$ cat config.mk
export PLATFORM = sky130hd
export DESIGN_NAME = command_packet_framer_crc16_unit_flat
export DESIGN_NICKNAME = d
export VERILOG_FILES = /design/src/rtl/cpf_pkg.sv /design/src/rtl/cpf_in_if.sv /design/src/rtl/cpf_out_if.sv /design/src/rtl/cpf_cfg_if.sv /design/src/rtl/command_packet_framer_crc16_unit.sv /design/src/rtl/cpf_front.sv /design/src/rtl/cpf_queue.sv /design/src/rtl/cpf_back.sv /design/src/flat_wrapper.sv
export SDC_FILE = /design/constraint.sdc
export NUM_CORES = 1
export LEC_CHECK = 0
export BUFFER_PORTS_ARGS = -buffer_cell sky130_fd_sc_hd__buf_4
export CAP_MARGIN = 20
export CORE_ASPECT_RATIO = 1.4
export CORE_UTILIZATION = 60
export DETAILED_ROUTE_END_ITERATION = 8
export PLACE_DENSITY = 0.79
export SKIP_CTS_REPAIR_TIMING = 1
export SYNTH_ARGS = -nofsm -noshare
export SYNTH_HDL_FRONTEND = slang
export SYNTH_SLANG_ARGS = --single-unit
$ cat constraint.sdc
create_clock -name clk_i -period 5.3 [get_ports clk_i]
set_clock_uncertainty 0.1 [all_clocks]
set_input_delay 1.06 -clock clk_i [delete_from_list [all_inputs] [get_ports clk_i]]
set_output_delay 1.06 -clock clk_i [all_outputs]
set_load 0.02 [all_outputs]
$ cat src/rtl/cpf_pkg.sv
package cpf_pkg;

  // Default framing limits
  localparam int MaxPayloadDef = 255;
  localparam int QueueDepthDef = 2;

  // Start marker after reset
  localparam logic [7:0] StartByteRst = 8'h3E;

  // CRC-16 generator polynomial
  localparam logic [15:0] CrcPoly = 16'h8005;

  // One classified request handed from front to back
  typedef struct packed {
    logic       hdr;         // emit start, id, len, header checksum first
    logic       has_data;    // emit the payload byte
    logic       crc_end;     // close the packet with the two CRC bytes
    logic [7:0] cmd_id;
    logic [7:0] payload_len;
    logic [7:0] data_byte;
  } job_t;

endpackage

$ cat src/rtl/cpf_in_if.sv
interface cpf_in_if;
  logic       valid;
  logic       ready;
  logic [7:0] cmd_id;
  logic [7:0] payload_len;
  logic [7:0] data_byte;

  modport source (output valid, cmd_id, payload_len, data_byte, input ready);
  modport sink   (input valid, cmd_id, payload_len, data_byte, output ready);
endinterface

$ cat src/rtl/cpf_out_if.sv
interface cpf_out_if;
  logic       valid;
  logic       ready;
  logic [7:0] out_byte;
  logic       packet_end;

  modport source (output valid, out_byte, packet_end, input ready);
  modport sink   (input valid, out_byte, packet_end, output ready);
endinterface

$ cat src/rtl/cpf_cfg_if.sv
interface cpf_cfg_if;
  logic       valid;
  logic       ready;
  logic [7:0] data;

  modport source (output valid, data, input ready);
  modport sink   (input valid, data, output ready);
endinterface

$ cat src/rtl/command_packet_framer_crc16_unit.sv
// Command packet framer with CRC-16 (poly 0x8005, init 0) trailer. Each input
// request carries cmd_id, payload_len and data_byte; the first request of a
// packet latches the length and produces start byte, id, length, header
// checksum and its payload byte, later requests produce one payload byte each,
// and the last one (or the first, when the length is zero) adds CRC low and
// high bytes, packet_end marking the high byte. A length above MAX_PAYLOAD is
// swallowed with no output. The front end accepts one request per cycle while
// its job queue (QUEUE_DEPTH entries) has room; the back end sends one byte
// per cycle while the receiver is ready, a payload request giving one byte, a
// packet's first request five (four with zero length) and the closing CRC two
// more. Sustained rate is set by that single output byte port. The start byte
// register resets to 0x3E and should be written only while the framer is idle.
module command_packet_framer_crc16_unit
  import cpf_pkg::*;
#(
  parameter int MAX_PAYLOAD = MaxPayloadDef,
  parameter int QUEUE_DEPTH = QueueDepthDef
) (
  input  logic      clk_i,
  input  logic      rst_ni,
  cpf_cfg_if.sink   cfg_i,
  cpf_in_if.sink    in_ch_i,
  cpf_out_if.source out_ch_o
);

  logic [7:0] start_byte_q;
  logic       push, full, pop, head_valid;
  job_t       push_job, head_job;

  // Start marker register
  assign cfg_i.ready = 1'b1;

  always_ff @(posedge clk_i or negedge rst_ni) begin
    if (!rst_ni) begin
      start_byte_q <= StartByteRst;
    end else if (cfg_i.valid) begin
      start_byte_q <= cfg_i.data;
    end
  end

  cpf_front #(
    .MAX_PAYLOAD(MAX_PAYLOAD)
  ) u_front (
    .clk_i  (clk_i),
    .rst_ni (rst_ni),
    .in_i   (in_ch_i),
    .full_i (full),
    .push_o (push),
    .job_o  (push_job)
  );

  cpf_queue #(
    .DEPTH(QUEUE_DEPTH)
  ) u_queue (
    .clk_i        (clk_i),
    .rst_ni       (rst_ni),
    .push_i       (push),
    .push_data_i  (push_job),
    .full_o       (full),
    .pop_i        (pop),
    .head_valid_o (head_valid),
    .head_o       (head_job)
  );

  cpf_back u_back (
    .clk_i        (clk_i),
    .rst_ni       (rst_ni),
    .start_byte_i (start_byte_q),
    .head_valid_i (head_valid),
    .head_i       (head_job),
    .pop_o        (pop),
    .out_o        (out_ch_o)
  );

endmodule

$ cat src/rtl/cpf_front.sv
module cpf_front
  import cpf_pkg::*;
#(
  parameter int MAX_PAYLOAD = MaxPayloadDef
) (
  input  logic      clk_i,
  input  logic      rst_ni,
  cpf_in_if.sink    in_i,
  input  logic      full_i,
  output logic      push_o,
  output job_t      job_o
);

  localparam int         IdxW   = $clog2(MAX_PAYLOAD + 1);
  localparam logic [7:0] MaxLen = 8'(MAX_PAYLOAD);

  logic [IdxW-1:0] idx_q, idx_d;
  logic [IdxW-1:0] held_len_q, held_len_d;
  logic [IdxW-1:0] idx_inc;
  logic            accept;
  logic            drop;

  assign in_i.ready = ~full_i;
  assign accept     = in_i.valid & in_i.ready;
  assign idx_inc    = idx_q + IdxW'(1);

  // Classify the request against the open packet
  always_comb begin
    idx_d           = idx_q;
    held_len_d      = held_len_q;
    drop            = 1'b0;
    job_o.cmd_id      = in_i.cmd_id;
    job_o.payload_len = in_i.payload_len;
    job_o.data_byte   = in_i.data_byte;
    if (idx_q == '0) begin
      // first request of a packet: header, maybe payload, maybe trailer
      drop           = in_i.payload_len > MaxLen;
      job_o.hdr      = 1'b1;
      job_o.has_data = in_i.payload_len != 8'd0;
      job_o.crc_end  = in_i.payload_len <= 8'd1;
      if (accept && !drop) begin
        held_len_d = IdxW'(in_i.payload_len);
        idx_d      = (in_i.payload_len <= 8'd1) ? '0 : IdxW'(1);
      end
    end else begin
      job_o.hdr      = 1'b0;
      job_o.has_data = 1'b1;
      job_o.crc_end  = idx_inc == held_len_q;
      if (accept) begin
        idx_d = (idx_inc == held_len_q) ? '0 : idx_inc;
      end
    end
  end

  assign push_o = accept & ~drop;

  always_ff @(posedge clk_i or negedge rst_ni) begin
    if (!rst_ni) begin
      idx_q      <= '0;
      held_len_q <= '0;
    end else begin
      idx_q      <= idx_d;
      held_len_q <= held_len_d;
    end
  end

endmodule

$ cat src/rtl/cpf_queue.sv
module cpf_queue
  import cpf_pkg::*;
#(
  parameter int DEPTH = QueueDepthDef
) (
  input  logic clk_i,
  input  logic rst_ni,
  input  logic push_i,
  input  job_t push_data_i,
  output logic full_o,
  input  logic pop_i,
  output logic head_valid_o,
  output job_t head_o
);

  localparam int PtrW = (DEPTH > 1) ? $clog2(DEPTH) : 1;
  localparam int CntW = $clog2(DEPTH + 1);
  localparam logic [PtrW-1:0] LastPtr = PtrW'(DEPTH - 1);

  job_t            mem_q [DEPTH];
  logic [PtrW-1:0] wr_ptr_q, rd_ptr_q;
  logic [CntW-1:0] cnt_q;
  logic            do_pop;

  assign full_o       = cnt_q == CntW'(DEPTH);
  assign head_valid_o = cnt_q != '0;
  assign head_o       = mem_q[rd_ptr_q];
  assign do_pop       = pop_i & head_valid_o;

  // Storage
  always_ff @(posedge clk_i) begin
    if (push_i) begin
      mem_q[wr_ptr_q] <= push_data_i;
    end
  end

  // Pointers and fill count
  always_ff @(posedge clk_i or negedge rst_ni) begin
    if (!rst_ni) begin
      wr_ptr_q <= '0;
      rd_ptr_q <= '0;
      cnt_q    <= '0;
    end else begin
      if (push_i) begin
        wr_ptr_q <= (wr_ptr_q == LastPtr) ? '0 : wr_ptr_q + PtrW'(1);
      end
      if (do_pop) begin
        rd_ptr_q <= (rd_ptr_q == LastPtr) ? '0 : rd_ptr_q + PtrW'(1);
      end
      if (push_i && !do_pop) begin
        cnt_q <= cnt_q + CntW'(1);
      end else if (!push_i && do_pop) begin
        cnt_q <= cnt_q - CntW'(1);
      end
    end
  end

endmodule

$ cat src/rtl/cpf_back.sv
module cpf_back
  import cpf_pkg::*;
(
  input  logic       clk_i,
  input  logic       rst_ni,
  input  logic [7:0] start_byte_i,
  input  logic       head_valid_i,
  input  job_t       head_i,
  output logic       pop_o,
  cpf_out_if.source  out_o
);

  typedef enum logic [2:0] {
    PH_START,
    PH_ID,
    PH_LEN,
    PH_HCS,
    PH_DATA,
    PH_CRC_LO,
    PH_CRC_HI
  } phase_e;

  // Shift one byte into the CRC, LSB first
  function automatic logic [15:0] crc_feed(logic [15:0] crc, logic [7:0] b);
    logic [15:0] c;
    c = crc;
    for (int i = 0; i < 8; i++) begin
      c = (b[i] != c[15]) ? ((c << 1) ^ CrcPoly) : (c << 1);
    end
    return c;
  endfunction

  phase_e      phase_q, phase_d, cur_phase;
  logic        busy_q, busy_d;
  logic [15:0] crc_q, crc_d;
  logic        valid_q, valid_d;
  logic [7:0]  byte_q, byte_d;
  logic        end_q, end_d;
  logic        emit;
  logic        last;
  logic [7:0]  hcs;
  logic [7:0]  cur_byte;
  phase_e      nxt_phase;

  assign hcs       = head_i.cmd_id + head_i.payload_len;
  assign cur_phase = busy_q ? phase_q : (head_i.hdr ? PH_START : PH_DATA);
  assign emit      = head_valid_i & (~valid_q | out_o.ready);

  // Byte selection and sequencing per phase
  always_comb begin
    cur_byte  = head_i.data_byte;
    nxt_phase = PH_START;
    last      = 1'b0;
    unique case (cur_phase)
      PH_START: begin
        cur_byte  = start_byte_i;
        nxt_phase = PH_ID;
      end
      PH_ID: begin
        cur_byte  = head_i.cmd_id;
        nxt_phase = PH_LEN;
      end
      PH_LEN: begin
        cur_byte  = head_i.payload_len;
        nxt_phase = PH_HCS;
      end
      PH_HCS: begin
        cur_byte  = hcs;
        nxt_phase = head_i.has_data ? PH_DATA : PH_CRC_LO;
      end
      PH_DATA: begin
        cur_byte  = head_i.data_byte;
        nxt_phase = PH_CRC_LO;
        last      = ~head_i.crc_end;
      end
      PH_CRC_LO: begin
        cur_byte  = crc_q[7:0];
        nxt_phase = PH_CRC_HI;
      end
      PH_CRC_HI: begin
        cur_byte  = crc_q[15:8];
        last      = 1'b1;
      end
      default: begin
        last = 1'b1;
      end
    endcase
  end

  // Next state, CRC and output register
  always_comb begin
    phase_d = phase_q;
    busy_d  = busy_q;
    crc_d   = crc_q;
    valid_d = valid_q & ~out_o.ready;
    byte_d  = byte_q;
    end_d   = end_q;
    if (emit) begin
      valid_d = 1'b1;
      byte_d  = cur_byte;
      end_d   = cur_phase == PH_CRC_HI;
      busy_d  = ~last;
      phase_d = nxt_phase;
      if (cur_phase == PH_START) begin
        crc_d = '0;
      end else if (cur_phase != PH_CRC_LO && cur_phase != PH_CRC_HI) begin
        crc_d = crc_feed(crc_q, cur_byte);
      end
    end
  end

  assign pop_o = emit & last;

  always_ff @(posedge clk_i or negedge rst_ni) begin
    if (!rst_ni) begin
      phase_q <= PH_START;
      busy_q  <= 1'b0;
      crc_q   <= '0;
      valid_q <= 1'b0;
      byte_q  <= '0;
      end_q   <= 1'b0;
    end else begin
      phase_q <= phase_d;
      busy_q  <= busy_d;
      crc_q   <= crc_d;
      valid_q <= valid_d;
      byte_q  <= byte_d;
      end_q   <= end_d;
    end
  end

  assign out_o.valid      = valid_q;
  assign out_o.out_byte   = byte_q;
  assign out_o.packet_end = end_q;

endmodule

$ cat src/flat_wrapper.sv
// flat-port wrapper written by rule: the top's interface ports become plain ports
module command_packet_framer_crc16_unit_flat import cpf_pkg::*;
#(
  parameter int MAX_PAYLOAD = MaxPayloadDef,
  parameter int QUEUE_DEPTH = QueueDepthDef
)
  (clk_i, rst_ni, cfg_i_valid, cfg_i_data, cfg_i_ready, in_ch_i_valid, in_ch_i_cmd_id, in_ch_i_payload_len, in_ch_i_data_byte, in_ch_i_ready, out_ch_o_valid, out_ch_o_out_byte, out_ch_o_packet_end, out_ch_o_ready);
  cpf_cfg_if cfg_i_i ();
  cpf_in_if in_ch_i_i ();
  cpf_out_if out_ch_o_i ();
  input  logic clk_i;
  input  logic rst_ni;
  input wire logic [$bits(cfg_i_i.valid)-1:0] cfg_i_valid;
  input wire logic [$bits(cfg_i_i.data)-1:0] cfg_i_data;
  output wire logic [$bits(cfg_i_i.ready)-1:0] cfg_i_ready;
  input wire logic [$bits(in_ch_i_i.valid)-1:0] in_ch_i_valid;
  input wire logic [$bits(in_ch_i_i.cmd_id)-1:0] in_ch_i_cmd_id;
  input wire logic [$bits(in_ch_i_i.payload_len)-1:0] in_ch_i_payload_len;
  input wire logic [$bits(in_ch_i_i.data_byte)-1:0] in_ch_i_data_byte;
  output wire logic [$bits(in_ch_i_i.ready)-1:0] in_ch_i_ready;
  output wire logic [$bits(out_ch_o_i.valid)-1:0] out_ch_o_valid;
  output wire logic [$bits(out_ch_o_i.out_byte)-1:0] out_ch_o_out_byte;
  output wire logic [$bits(out_ch_o_i.packet_end)-1:0] out_ch_o_packet_end;
  input wire logic [$bits(out_ch_o_i.ready)-1:0] out_ch_o_ready;
  assign cfg_i_i.valid = cfg_i_valid;
  assign cfg_i_i.data = cfg_i_data;
  assign cfg_i_ready = cfg_i_i.ready;
  assign in_ch_i_i.valid = in_ch_i_valid;
  assign in_ch_i_i.cmd_id = in_ch_i_cmd_id;
  assign in_ch_i_i.payload_len = in_ch_i_payload_len;
  assign in_ch_i_i.data_byte = in_ch_i_data_byte;
  assign in_ch_i_ready = in_ch_i_i.ready;
  assign out_ch_o_valid = out_ch_o_i.valid;
  assign out_ch_o_out_byte = out_ch_o_i.out_byte;
  assign out_ch_o_packet_end = out_ch_o_i.packet_end;
  assign out_ch_o_i.ready = out_ch_o_ready;
  command_packet_framer_crc16_unit #(.MAX_PAYLOAD(MAX_PAYLOAD), .QUEUE_DEPTH(QUEUE_DEPTH)) u_core (.clk_i(clk_i), .rst_ni(rst_ni), .cfg_i(cfg_i_i), .in_ch_i(in_ch_i_i), .out_ch_o(out_ch_o_i));
endmodule
==> results of run 1 <==
path summary, 6_finish.rpt:
kind	start	to	slack (ps)	cells past startpoint
worst min-delay path	u_core.u_queue.cnt_q[1]$_DFFE_PN0P_	u_core.u_queue.cnt_q[1]$_DFFE_PN0P_	400	1
worst min register to register	u_core.u_queue.cnt_q[1]$_DFFE_PN0P_	u_core.u_queue.cnt_q[1]$_DFFE_PN0P_	400	1
max in group asynchronous	rst_ni	u_core.u_front.idx_q[1]$_DFFE_PN0P_	3940	1
min in group asynchronous	rst_ni	u_core.u_back.out_o.out_byte[1]$_DFFE_PN0P_	670	1
worst max register to register	u_core.u_queue.rd_ptr_q$_DFFE_PN0P_	u_core.u_back.crc_q[15]$_DFFE_PN0P_	880	12
worst max-delay path	u_core.u_queue.rd_ptr_q$_DFFE_PN0P_	u_core.u_back.crc_q[15]$_DFFE_PN0P_	880	12
routing by layer:
metal | wire [microns] | up-vias
met5 | 0 | -
met4 | 425 | 0
met3 | 408 | 31
met2 | 6380 | 88
met1 | 4590 | 1779
li1 | - | 1764
power breakdown:
| part | internal [mW] | total, mW | leakage (nW) | switching, mW |
|---|---|---|---|---|
| Combinational | 1.47 | 2.84 | 1.25 | 1.37 |
| Sequential | 1.23 | 1.52 | 1.20 | 0.288 |
| Clock | 0.328 | 0.648 | 0.141 | 0.319 |
| Total | 3.03 | 5.01 | 2.59 | 1.98 |
critical path, cell delays in order, from the launching register on:
cell	delay, ps
dfrtp_1	710
mux2_2	420
ha_1	230
fa_1	420
a211oi_1	300
nor3b_1	130
o31ai_1	250
xor2_1	100
o221ai_1	370
xnor3_1	420
xnor3_2	440
xnor3_1	340
o21ai_1	110
registers in the layout, summed over array words and instances (netlist names), 2 cells and up:
name,flops
u_core.u_queue.cnt_q,2
u_core.start_byte_q,8
u_core.u_front.idx_q,8
u_core.u_queue.mem_q,54
u_core.u_back.phase_q,3
u_core.u_back.crc_q,16
u_core.u_back.out_o.out_byte,8
u_core.u_front.held_len_q,8
logic make-up (layout without fill, tap and decap cells):
group	after synthesis	in the layout	share of synthesized area, %
DFF	112	112	54.3
and+or+nand+nor	108	108	9.92
AOI/OAI and AO/OA	98	98	12.4
muxes	50	50	10.1
xor gates and xnor gates	44	44	7.92
buffers and inverters	31	77	2.80
adders and majority gates	11	11	2.56
other	1	1	0.0661
final cells by class:
type	instances	share of cell area, %
multi-input combinational	312	38.4
tap	107	2.10
inverter	10	0.589
sequential	112	48.3
clock buffer	9	3.54
timing repair buffer	51	6.01
clock inverter	7	1.04
cell usage in the layout (no fill, tap or decap), types with 4 or more instances in the layout:
| cell type | synthesis | routed |
|---|---|---|
| o21ai_1 | 4 | 4 |
| mux2_4 | 7 | 7 |
| nand3b_1 | 7 | 7 |
| clkbuf_16 | 0 | 9 |
| a22o_1 | 10 | 10 |
| nor2b_1 | 5 | 5 |
| o31ai_1 | 6 | 6 |
| a221oi_1 | 5 | 5 |
| mux2i_1 | 14 | 14 |
| nand3_1 | 5 | 5 |
| xnor2_1 | 25 | 25 |
| inv_1 | 9 | 9 |
| xor2_1 | 14 | 14 |
| edfxtp_1 | 54 | 54 |
| mux2_2 | 27 | 27 |
| dfrtp_1 | 53 | 53 |
| dfstp_2 | 5 | 5 |
| a21oi_1 | 19 | 18 |
| nor2_1 | 20 | 18 |
| buf_4 | 5 | 51 |
| o21ai_0 | 19 | 19 |
| nor4_1 | 4 | 4 |
| ha_1 | 10 | 10 |
| nand2_1 | 37 | 37 |
| nand2b_1 | 9 | 9 |
==> impl_metrics.toml, run 1 <==
[synth]
netlist.top_cell.by_area = "edfxtp_1"
synth_seq_cells = 112
yosys_warnings = 0
syn_area_sq_mm = 0.00567
synthTopCellsByArea = "edfxtp_1 29%, dfrtp_1 23%, mux2_2 5.4%, xnor2_1 3.9%, mux2i_1 2.5%"
syn_avg_cell_area_sq_um = 12.5
synth_top_area_share_pct = 28.6
ys_top_cells_by_count = "54 x edfxtp_1, 53 x dfrtp_1, 37 x nand2_1, 27 x mux2_2, 25 x xnor2_1"
synth_cell_types = 70
async_reset_ff_share_pct = 51.8
synth_edf_count = 54
yosysMostFrequentCell = "edfxtp_1"
seq_area_frac_synth_pct = 54.3
synthFlopType = "edfxtp_1"
syn_inst = 455
synth.net_count = 503

[sta]
slew_headroom_pct = 50.4
fin_crit_sh_pct = 83.3
max_freq_mhz = 226
setup_tns_ps = 0
rsz0062_at_grt = "false"
whs_ps = 405
setup_ws_ps = 883
finalCriticalPeriod_ps = 4420
finalHoldViolCount = 0
worstMarginPinSlew_ps = 743
finalMaxSlewViolations = 0
setup_viol = 0

[clock_network]
path_clk_slew_ps = 70
root_buffer = "clkbuf_16"
numClockSinks = 112
clock_latency_ps = 360
htree_num_levels = 3
numCtsBuffers = 9
cts_tree = "done"
clockBufferDepth = 2

[flow_run]
drv_cap = 0

[power]
p_leak_nw = 2.59
power_density_mw_per_mm2 = 786
finalPower_mw = 5.01
ir_worst_vdd_mv = 0.497

[final_layout]
drive_gt1_share_pct = 24.8
finalNetCount = 544
fin_area_sq_mm = 0.00637
fin_util_pct = 70.2
syn_to_final_growth_pct = 12.3
multi_input_comb_area_sq_mm = 0.00244
diodes = 0
regArea_sq_mm = 0.00308
fillers = 648
fin_cells = 608

[die]
core-area_sq_mm = 0.00908
die_y_microns = 117
num_rows = 41
start_util_pct = 62.5
num_io_pins = 49
fp.dieArea_sq_mm = 0.00986
die_x_microns = 84.2

[global_routing]
grt_pass1_vias = 3750
antenna_found_initial = 0
grt_pass1_wl_mm = 18.9
grt_use_met2_pct = 47.8
grt_usage_pct = 25.9
grt_max_degree = 59
grt_use_met1_pct = 28.9
grt-busiest-layer = "met2"
use_met3_pct = 4.49
grt_overflow = 0

[routing]
drt-total-wl_mm = 11.8
drc = 0
routedWlPerCell_microns = 19.4
antenna_left = 0
vias_per_cell = 6.02
drt-initial-drc-count = 204
vias = 3662
dr.pass1.iters = 4

[worst_setup_path]
cp-start-kind = "register"
setup.worst_path.end_class = "register"
worst_ep_arrival_time_ps = 4600
crit_path_max_fanout = 13
required_ps = 5480
worstSetupPathType = "register to register"

[placed_design]
dp_hpwl_mm = 8.53
gp_congestion = 1.00
pre_cts_slack_ps = 938
dpl_cell_area_sq_mm = 0.00608
port_buffers = 47
placed_cells = 592

[status]
status = "finished clean"

[worst_hold_path]
hp-class = "register to register"
No activity file was read; power rests on OpenSTA's default activity.
==> inputs of run 2 (changes only) <==
--- a/config.mk
+++ b/config.mk
@@ -8,9 +8,9 @@
 export BUFFER_PORTS_ARGS = -buffer_cell sky130_fd_sc_hd__buf_4
 export CAP_MARGIN = 20
 export CORE_ASPECT_RATIO = 1.4
-export CORE_UTILIZATION = 60
+export CORE_UTILIZATION = 54
 export DETAILED_ROUTE_END_ITERATION = 8
-export PLACE_DENSITY = 0.79
+export PLACE_DENSITY = 0.75
 export SKIP_CTS_REPAIR_TIMING = 1
 export SYNTH_ARGS = -nofsm -noshare
 export SYNTH_HDL_FRONTEND = slang
==> constraint.sdc (replaced) <==
create_clock -name clk_i -period 3.54 [get_ports clk_i]
set_clock_uncertainty 0.1 [all_clocks]
set_input_delay 0.708 -clock clk_i [delete_from_list [all_inputs] [get_ports clk_i]]
set_output_delay 0.708 -clock clk_i [all_outputs]
set_load 0.02 [all_outputs]
==> run 2 against run 1 <==
  * The flow now finishes with violations (setup timing)
  * Count of clock-buffer cells in the layout unchanged
  * Worst setup slack got worse by 1000 ps
  * Worst hold slack lost 81 ps
  * Combinational power up 92%
  * Core utilization decreased by 0.42 points
  * Critical path depth is 2 higher
  * Design area grew 10%
==> impl_metrics.toml, run 2 (same netlist as run 1, synthesis figures left out) <==
[final_layout]
fillers = 751
largest_register_ffs = 54
fin_util_pct = 69.7
layout_commonest_cell = "buf_4"
largest_register = "u_core.u_queue.mem_q"
finalNetCount = 592
final_cell_mix = "94 x buf_4, 54 x edfxtp_1, 52 x dfrtp_1, 37 x nand2_1, 27 x mux2_2"
largestRegisters = "u_core.u_queue.mem_q (54), u_core.u_back.crc_q (16)"
diodes = 0
drive_gt1_share_pct = 36.1
syn_to_final_growth_pct = 23.6

[die]
num_io_pins = 49
die_y_microns = 123
die_x_microns = 88.6
num_rows = 43
core-area_sq_mm = 0.0101
start_util_pct = 56.4
fp.dieArea_sq_mm = 0.0109

[routing]
routedWlPerCell_microns = 19.2
drt-total-wl_mm = 13.1
drt-initial-drc-count = 192
vias = 3937
drc = 0
antenna_left = 0
dr.pass1.iters = 4
vias_per_cell = 5.76

[clock_network]
numCtsBuffers = 9
clock_latency_ps = 360
htree_num_levels = 3
numClockSinks = 112
path_clk_slew_ps = 70
cts_tree = "done"
clockBufferDepth = 2
root_buffer = "clkbuf_16"

[placed_design]
pre_cts_slack_ps = -203
port_buffers = 47
dp_hpwl_mm = 9.61
gp_congestion = 0.879

[status]
status = "finished, violations left"
violations = "setup timing"

[worst_setup_path]
worst_ep_arrival_time_ps = 3840
r2r_slack_ps = -120
cp-start-kind = "register"
cpPeakStageDelay_ps = 440
path_cells = "buf_6 -> buf_12 -> mux2_4 -> ha_4 -> buf_6 -> o21ai_2 -> nor2_2 -> mux2i_1 -> a32oi_2 -> xnor2_2 -> xnor3_1 -> xnor3_2 -> xnor3_1 -> o21ai_1"
setup.worst_path.end_class = "register"
required_ps = 3720
crit_path_max_fanout = 8
worstSetupPathType = "register to register"
crit_slowest_cell = "xnor3_2"

[sta]
worstMarginPinSlew_ps = 760
max_freq_mhz = 273
slew_headroom_pct = 49.3
rsz0062_at_grt = "true"
finalHoldViolCount = 0
finalCriticalPeriod_ps = 3660
setup_viol = 3
setup_ws_ps = -122
fin_crit_sh_pct = 103
finalMaxSlewViolations = 0

[worst_hold_path]
hp-class = "primary input to asynchronous set/reset pin"

[global_routing]
grt_pass1_wl_mm = 20.2
grt_pass1_vias = 3967
grt_max_degree = 59
grt_usage_pct = 25.6
antenna_found_initial = 0
grt_overflow = 0

[power]
p_leak_nw = 2.88
power_density_mw_per_mm2 = 1250
ir_worst_vdd_mv = 0.876

[flow_run]
drv_cap = 0
[run 2: path summary, 6_finish.rpt]
kind | from | end | depth (start not counted)
hold reg to reg | u_core.u_queue.cnt_q[1]$_DFFE_PN0P_ | u_core.u_queue.cnt_q[1]$_DFFE_PN0P_ | 1
max in group asynchronous | rst_ni | u_core.u_queue.rd_ptr_q$_DFFE_PN0P_ | 1
setup reg to reg | u_core.u_queue.rd_ptr_q$_DFFE_PN0P_ | u_core.u_back.crc_q[15]$_DFFE_PN0P_ | 14
min in group clk_i | u_core.u_queue.cnt_q[1]$_DFFE_PN0P_ | u_core.u_queue.cnt_q[1]$_DFFE_PN0P_ | 1
hold / removal | rst_ni | u_core.u_back.out_o.out_byte[0]$_DFFE_PN0P_ | 1
setup / recovery | u_core.u_queue.rd_ptr_q$_DFFE_PN0P_ | u_core.u_back.crc_q[15]$_DFFE_PN0P_ | 14
[run 2: report_power, final]
group          switching [mW]  internal (mW)
Combinational            2.52           2.93
Clock                   0.484          0.637
Sequential              0.335           1.84
[run 2: final cells by class]
class                      instances  area [sq um]  share of cell area [%]
clock buffer                       9           225                    3.21
sequential                       112          3080                    43.9
multi-input combinational        312          2620                    37.4
tap                              135           169                    2.41
timing repair buffer              99           773                    11.0
inverter                          10          37.5                   0.535
clock inverter                     7           109                    1.55
[run 2: worst max-delay path, delay by kind of cell, from the launching register on]
kind            cells  cell delay [ps]
simple gates        1              170
fa+ha+maj           1              290
flops               1              430
buf+inv             3              370
mux                 2              560
xor+xnor            4             1280
compound gates      3              380
[run 2: metrics by stage]
step / setup TNS (ps) / instance area, sq um / power (mW) / hold WS [ps] / cells
6_report: -247 / 7020 / 8.75 / 324 / 684
5_1_grt: -704 / 7020 / 9.25 / 394 / 684
4_1_cts: -745 / 6780 / 8.27 / 349 / 674
3_5_place_dp: -648 / 6440 / 7.13 / 383 / 658
3_3_place_gp: -289 / 6440 / 6.99 / 379 / 658
2_1_floorplan: -251 / 5710 / 5.59 / 312 / 455
[run 2: layer usage]
| metal | part of all wire, % | global-route usage [%] | vias up | wire length (microns) |
|---|---|---|---|---|
| met4 | 4.4 | 12.4 | 0 | 578 |
| met3 | 2.7 | 3.81 | 34 | 350 |
| met5 | 0 | 0 | - | 0 |
| met2 | 55 | 47.7 | 81 | 7230 |
| met1 | 38 | 27.6 | 1967 | 4950 |
| li1 | - | - | 1855 | - |
==> inputs of run 3 (changes only) <==
--- a/config.mk
+++ b/config.mk
@@ -11,6 +11,7 @@
 export CORE_UTILIZATION = 54
 export DETAILED_ROUTE_END_ITERATION = 8
 export PLACE_DENSITY = 0.75
+export RECOVER_POWER = 50
 export SKIP_CTS_REPAIR_TIMING = 1
 export SYNTH_ARGS = -nofsm -noshare
 export SYNTH_HDL_FRONTEND = slang
==> run 3 against run 2 <==
  * The run ends with capacitance limit, slew limit, setup timing left
  * Total power barely moved
  * Maximum frequency barely moved
  * Worst setup slack got worse by 2.1 ps
  * Via count fell by 0.36%
  * Non-clock buffer count did not move
  * Final cell count did not move
  * Worst hold slack improved by 78 ps
  * First-iteration DRC count rose by 14%
  * Clock power barely moved
  * Largest cell class unchanged
==> impl_metrics.toml, run 3 (same netlist as run 1, synthesis figures left out) <==
[clock_network]
numCtsBuffers = 9
root_buffer = "clkbuf_16"
clockBufferDepth = 2
numClockSinks = 112
clock_latency_ps = 360
path_clk_slew_ps = 70
htree_num_levels = 3
cts_tree = "done"

[worst_setup_path]
cpLargestDelayFamily = "XOR/XNOR gates"
r2r-start = "u_core.u_queue.rd_ptr_q$_DFFE_PN0P_"
required_ps = 3710
path_buf_inv = 3
worst_ep_arrival_time_ps = 3840
r2r_slack_ps = -120
cpPeakStageDelay_ps = 440
crit_path_max_fanout = 8
setup.worst_path.end_class = "register"
worstSetupPathType = "register to register"
crit-reg2reg-capture = "u_core.u_back.crc_q[15]$_DFFE_PN0P_"
cp-start-kind = "register"
crit_slowest_cell = "xnor3_2"
path_cells = "buf_6 -> buf_12 -> mux2_4 -> ha_4 -> buf_6 -> o21ai_2 -> nor2_2 -> mux2i_1 -> a32oi_2 -> xnor2_2 -> xnor3_1 -> xnor3_2 -> xnor3_1 -> o21ai_1"
reg2regPathDepth = 14

[sta]
rsz0062_at_grt = "true"
setup_ws_ps = -125
finalCriticalPeriod_ps = 3660
finalHoldViolCount = 0
setup_tns_ps = -251
setup_viol = 3
worstMarginPinSlew_ps = 1510
whs_ps = 401
fin_crit_sh_pct = 104
max_freq_mhz = 273
finalMaxSlewViolations = 59
slew_headroom_pct = -0.575

[global_routing]
grt_usage_pct = 25.6
grt_overflow = 0
grt_pass1_vias = 3967
grt_max_degree = 59
grt_pass1_wl_mm = 20.2
antenna_found_initial = 0

[flow_run]
drv_cap = 1

[final_layout]
final_cell_mix = "68 x buf_4, 54 x edfxtp_1, 52 x dfrtp_1, 37 x nand2_1, 27 x mux2_2"
drive_gt1_share_pct = 33.5
fillers = 764
multi_input_comb_area_sq_mm = 0.00262
fin_cells = 684
largestRegisters = "u_core.u_queue.mem_q (54), u_core.u_back.crc_q (16)"
largest_register = "u_core.u_queue.mem_q"
largest_register_ffs = 54
syn_to_final_growth_pct = 22.7
regArea_sq_mm = 0.00308
diodes = 0
finalNetCount = 592
layout_commonest_cell = "buf_4"

[worst_hold_path]
hp-class = "register to register"
hold_path_depth = 1
min_from = "u_core.u_queue.cnt_q[1]$_DFFE_PN0P_"
hold_end = "u_core.u_queue.cnt_q[1]$_DFFE_PN0P_"

[status]
violations = "capacitance limit, slew limit, setup timing"
status = "finished, violations left"

[routing]
drt-total-wl_mm = 13.1
vias_per_cell = 5.74
antenna_left = 0
vias = 3923
drc = 0
drt-initial-drc-count = 218
dr.pass1.iters = 4
routedWlPerCell_microns = 19.2

[die]
die_x_microns = 88.6
num_io_pins = 49
core-area_sq_mm = 0.0101
num_rows = 43
die_y_microns = 123
start_util_pct = 56.4
fp.dieArea_sq_mm = 0.0109

[power]
power_density_mw_per_mm2 = 1260
p_leak_nw = 2.83
ir_worst_vdd_mv = 0.875
finalPower_mw = 8.75

[placed_design]
gp_congestion = 0.879
pre_cts_slack_ps = -203
port_buffers = 47
dp_hpwl_mm = 9.61
placed_cells = 658
run 3: worst max path at each step:
stage                                        start                             endpoint  slack (ps)  cells after the start
3_3_place_gp   u_core.u_queue.rd_ptr_q$_DFFE_PN0P_  u_core.u_back.crc_q[15]$_DFFE_PN0P_        -130                     13
3_5_place_dp   u_core.u_queue.rd_ptr_q$_DFFE_PN0P_  u_core.u_back.crc_q[15]$_DFFE_PN0P_        -200                     13
6_report       u_core.u_queue.rd_ptr_q$_DFFE_PN0P_  u_core.u_back.crc_q[15]$_DFFE_PN0P_        -120                     14
5_1_grt        u_core.u_queue.rd_ptr_q$_DFFE_PN0P_  u_core.u_back.crc_q[15]$_DFFE_PN0P_        -250                     13
4_1_cts        u_core.u_queue.rd_ptr_q$_DFFE_PN0P_  u_core.u_back.crc_q[15]$_DFFE_PN0P_        -230                     13
2_1_floorplan  u_core.u_queue.rd_ptr_q$_DFFE_PN0P_  u_core.u_back.crc_q[15]$_DFFE_PN0P_        -140                     14
run 3: per-layer routing:
layer  global-route usage, %  wire, microns  part of all wire, %  up-vias
met4                    12.4            538                  4.1        0
met5                       0              0                    0        -
met1                    27.6           4980                   38     1959
li1                        -              -                    -     1854
met3                    3.81            246                  1.9       30
met2                    47.7           7330                   56       80
run 3: area by class of cell:
class,count,share of cell area (%)
multi-input cells,312,37.7
clock inverters,7,1.56
inverters,10,0.539
flip-flops and latches,112,44.3
well taps,135,2.43
clock buffers,9,3.24
repair buffers,99,10.3
run 3: metrics by stage:
stage | utilization (%) | instance area, sq um
floorplan | - | 5710
global placement | 64.0 | 6440
detailed placement | 64.0 | 6440
CTS | 67.4 | 6780
global route | 69.2 | 6960
finish | 69.2 | 6960
run 3: report_power, final:
group	internal, mW	switching [mW]	total (mW)	leakage [nW]
combinational	2.93	2.52	5.45	1.47
clock	0.637	0.480	1.12	0.164
sequential	1.84	0.337	2.18	1.20
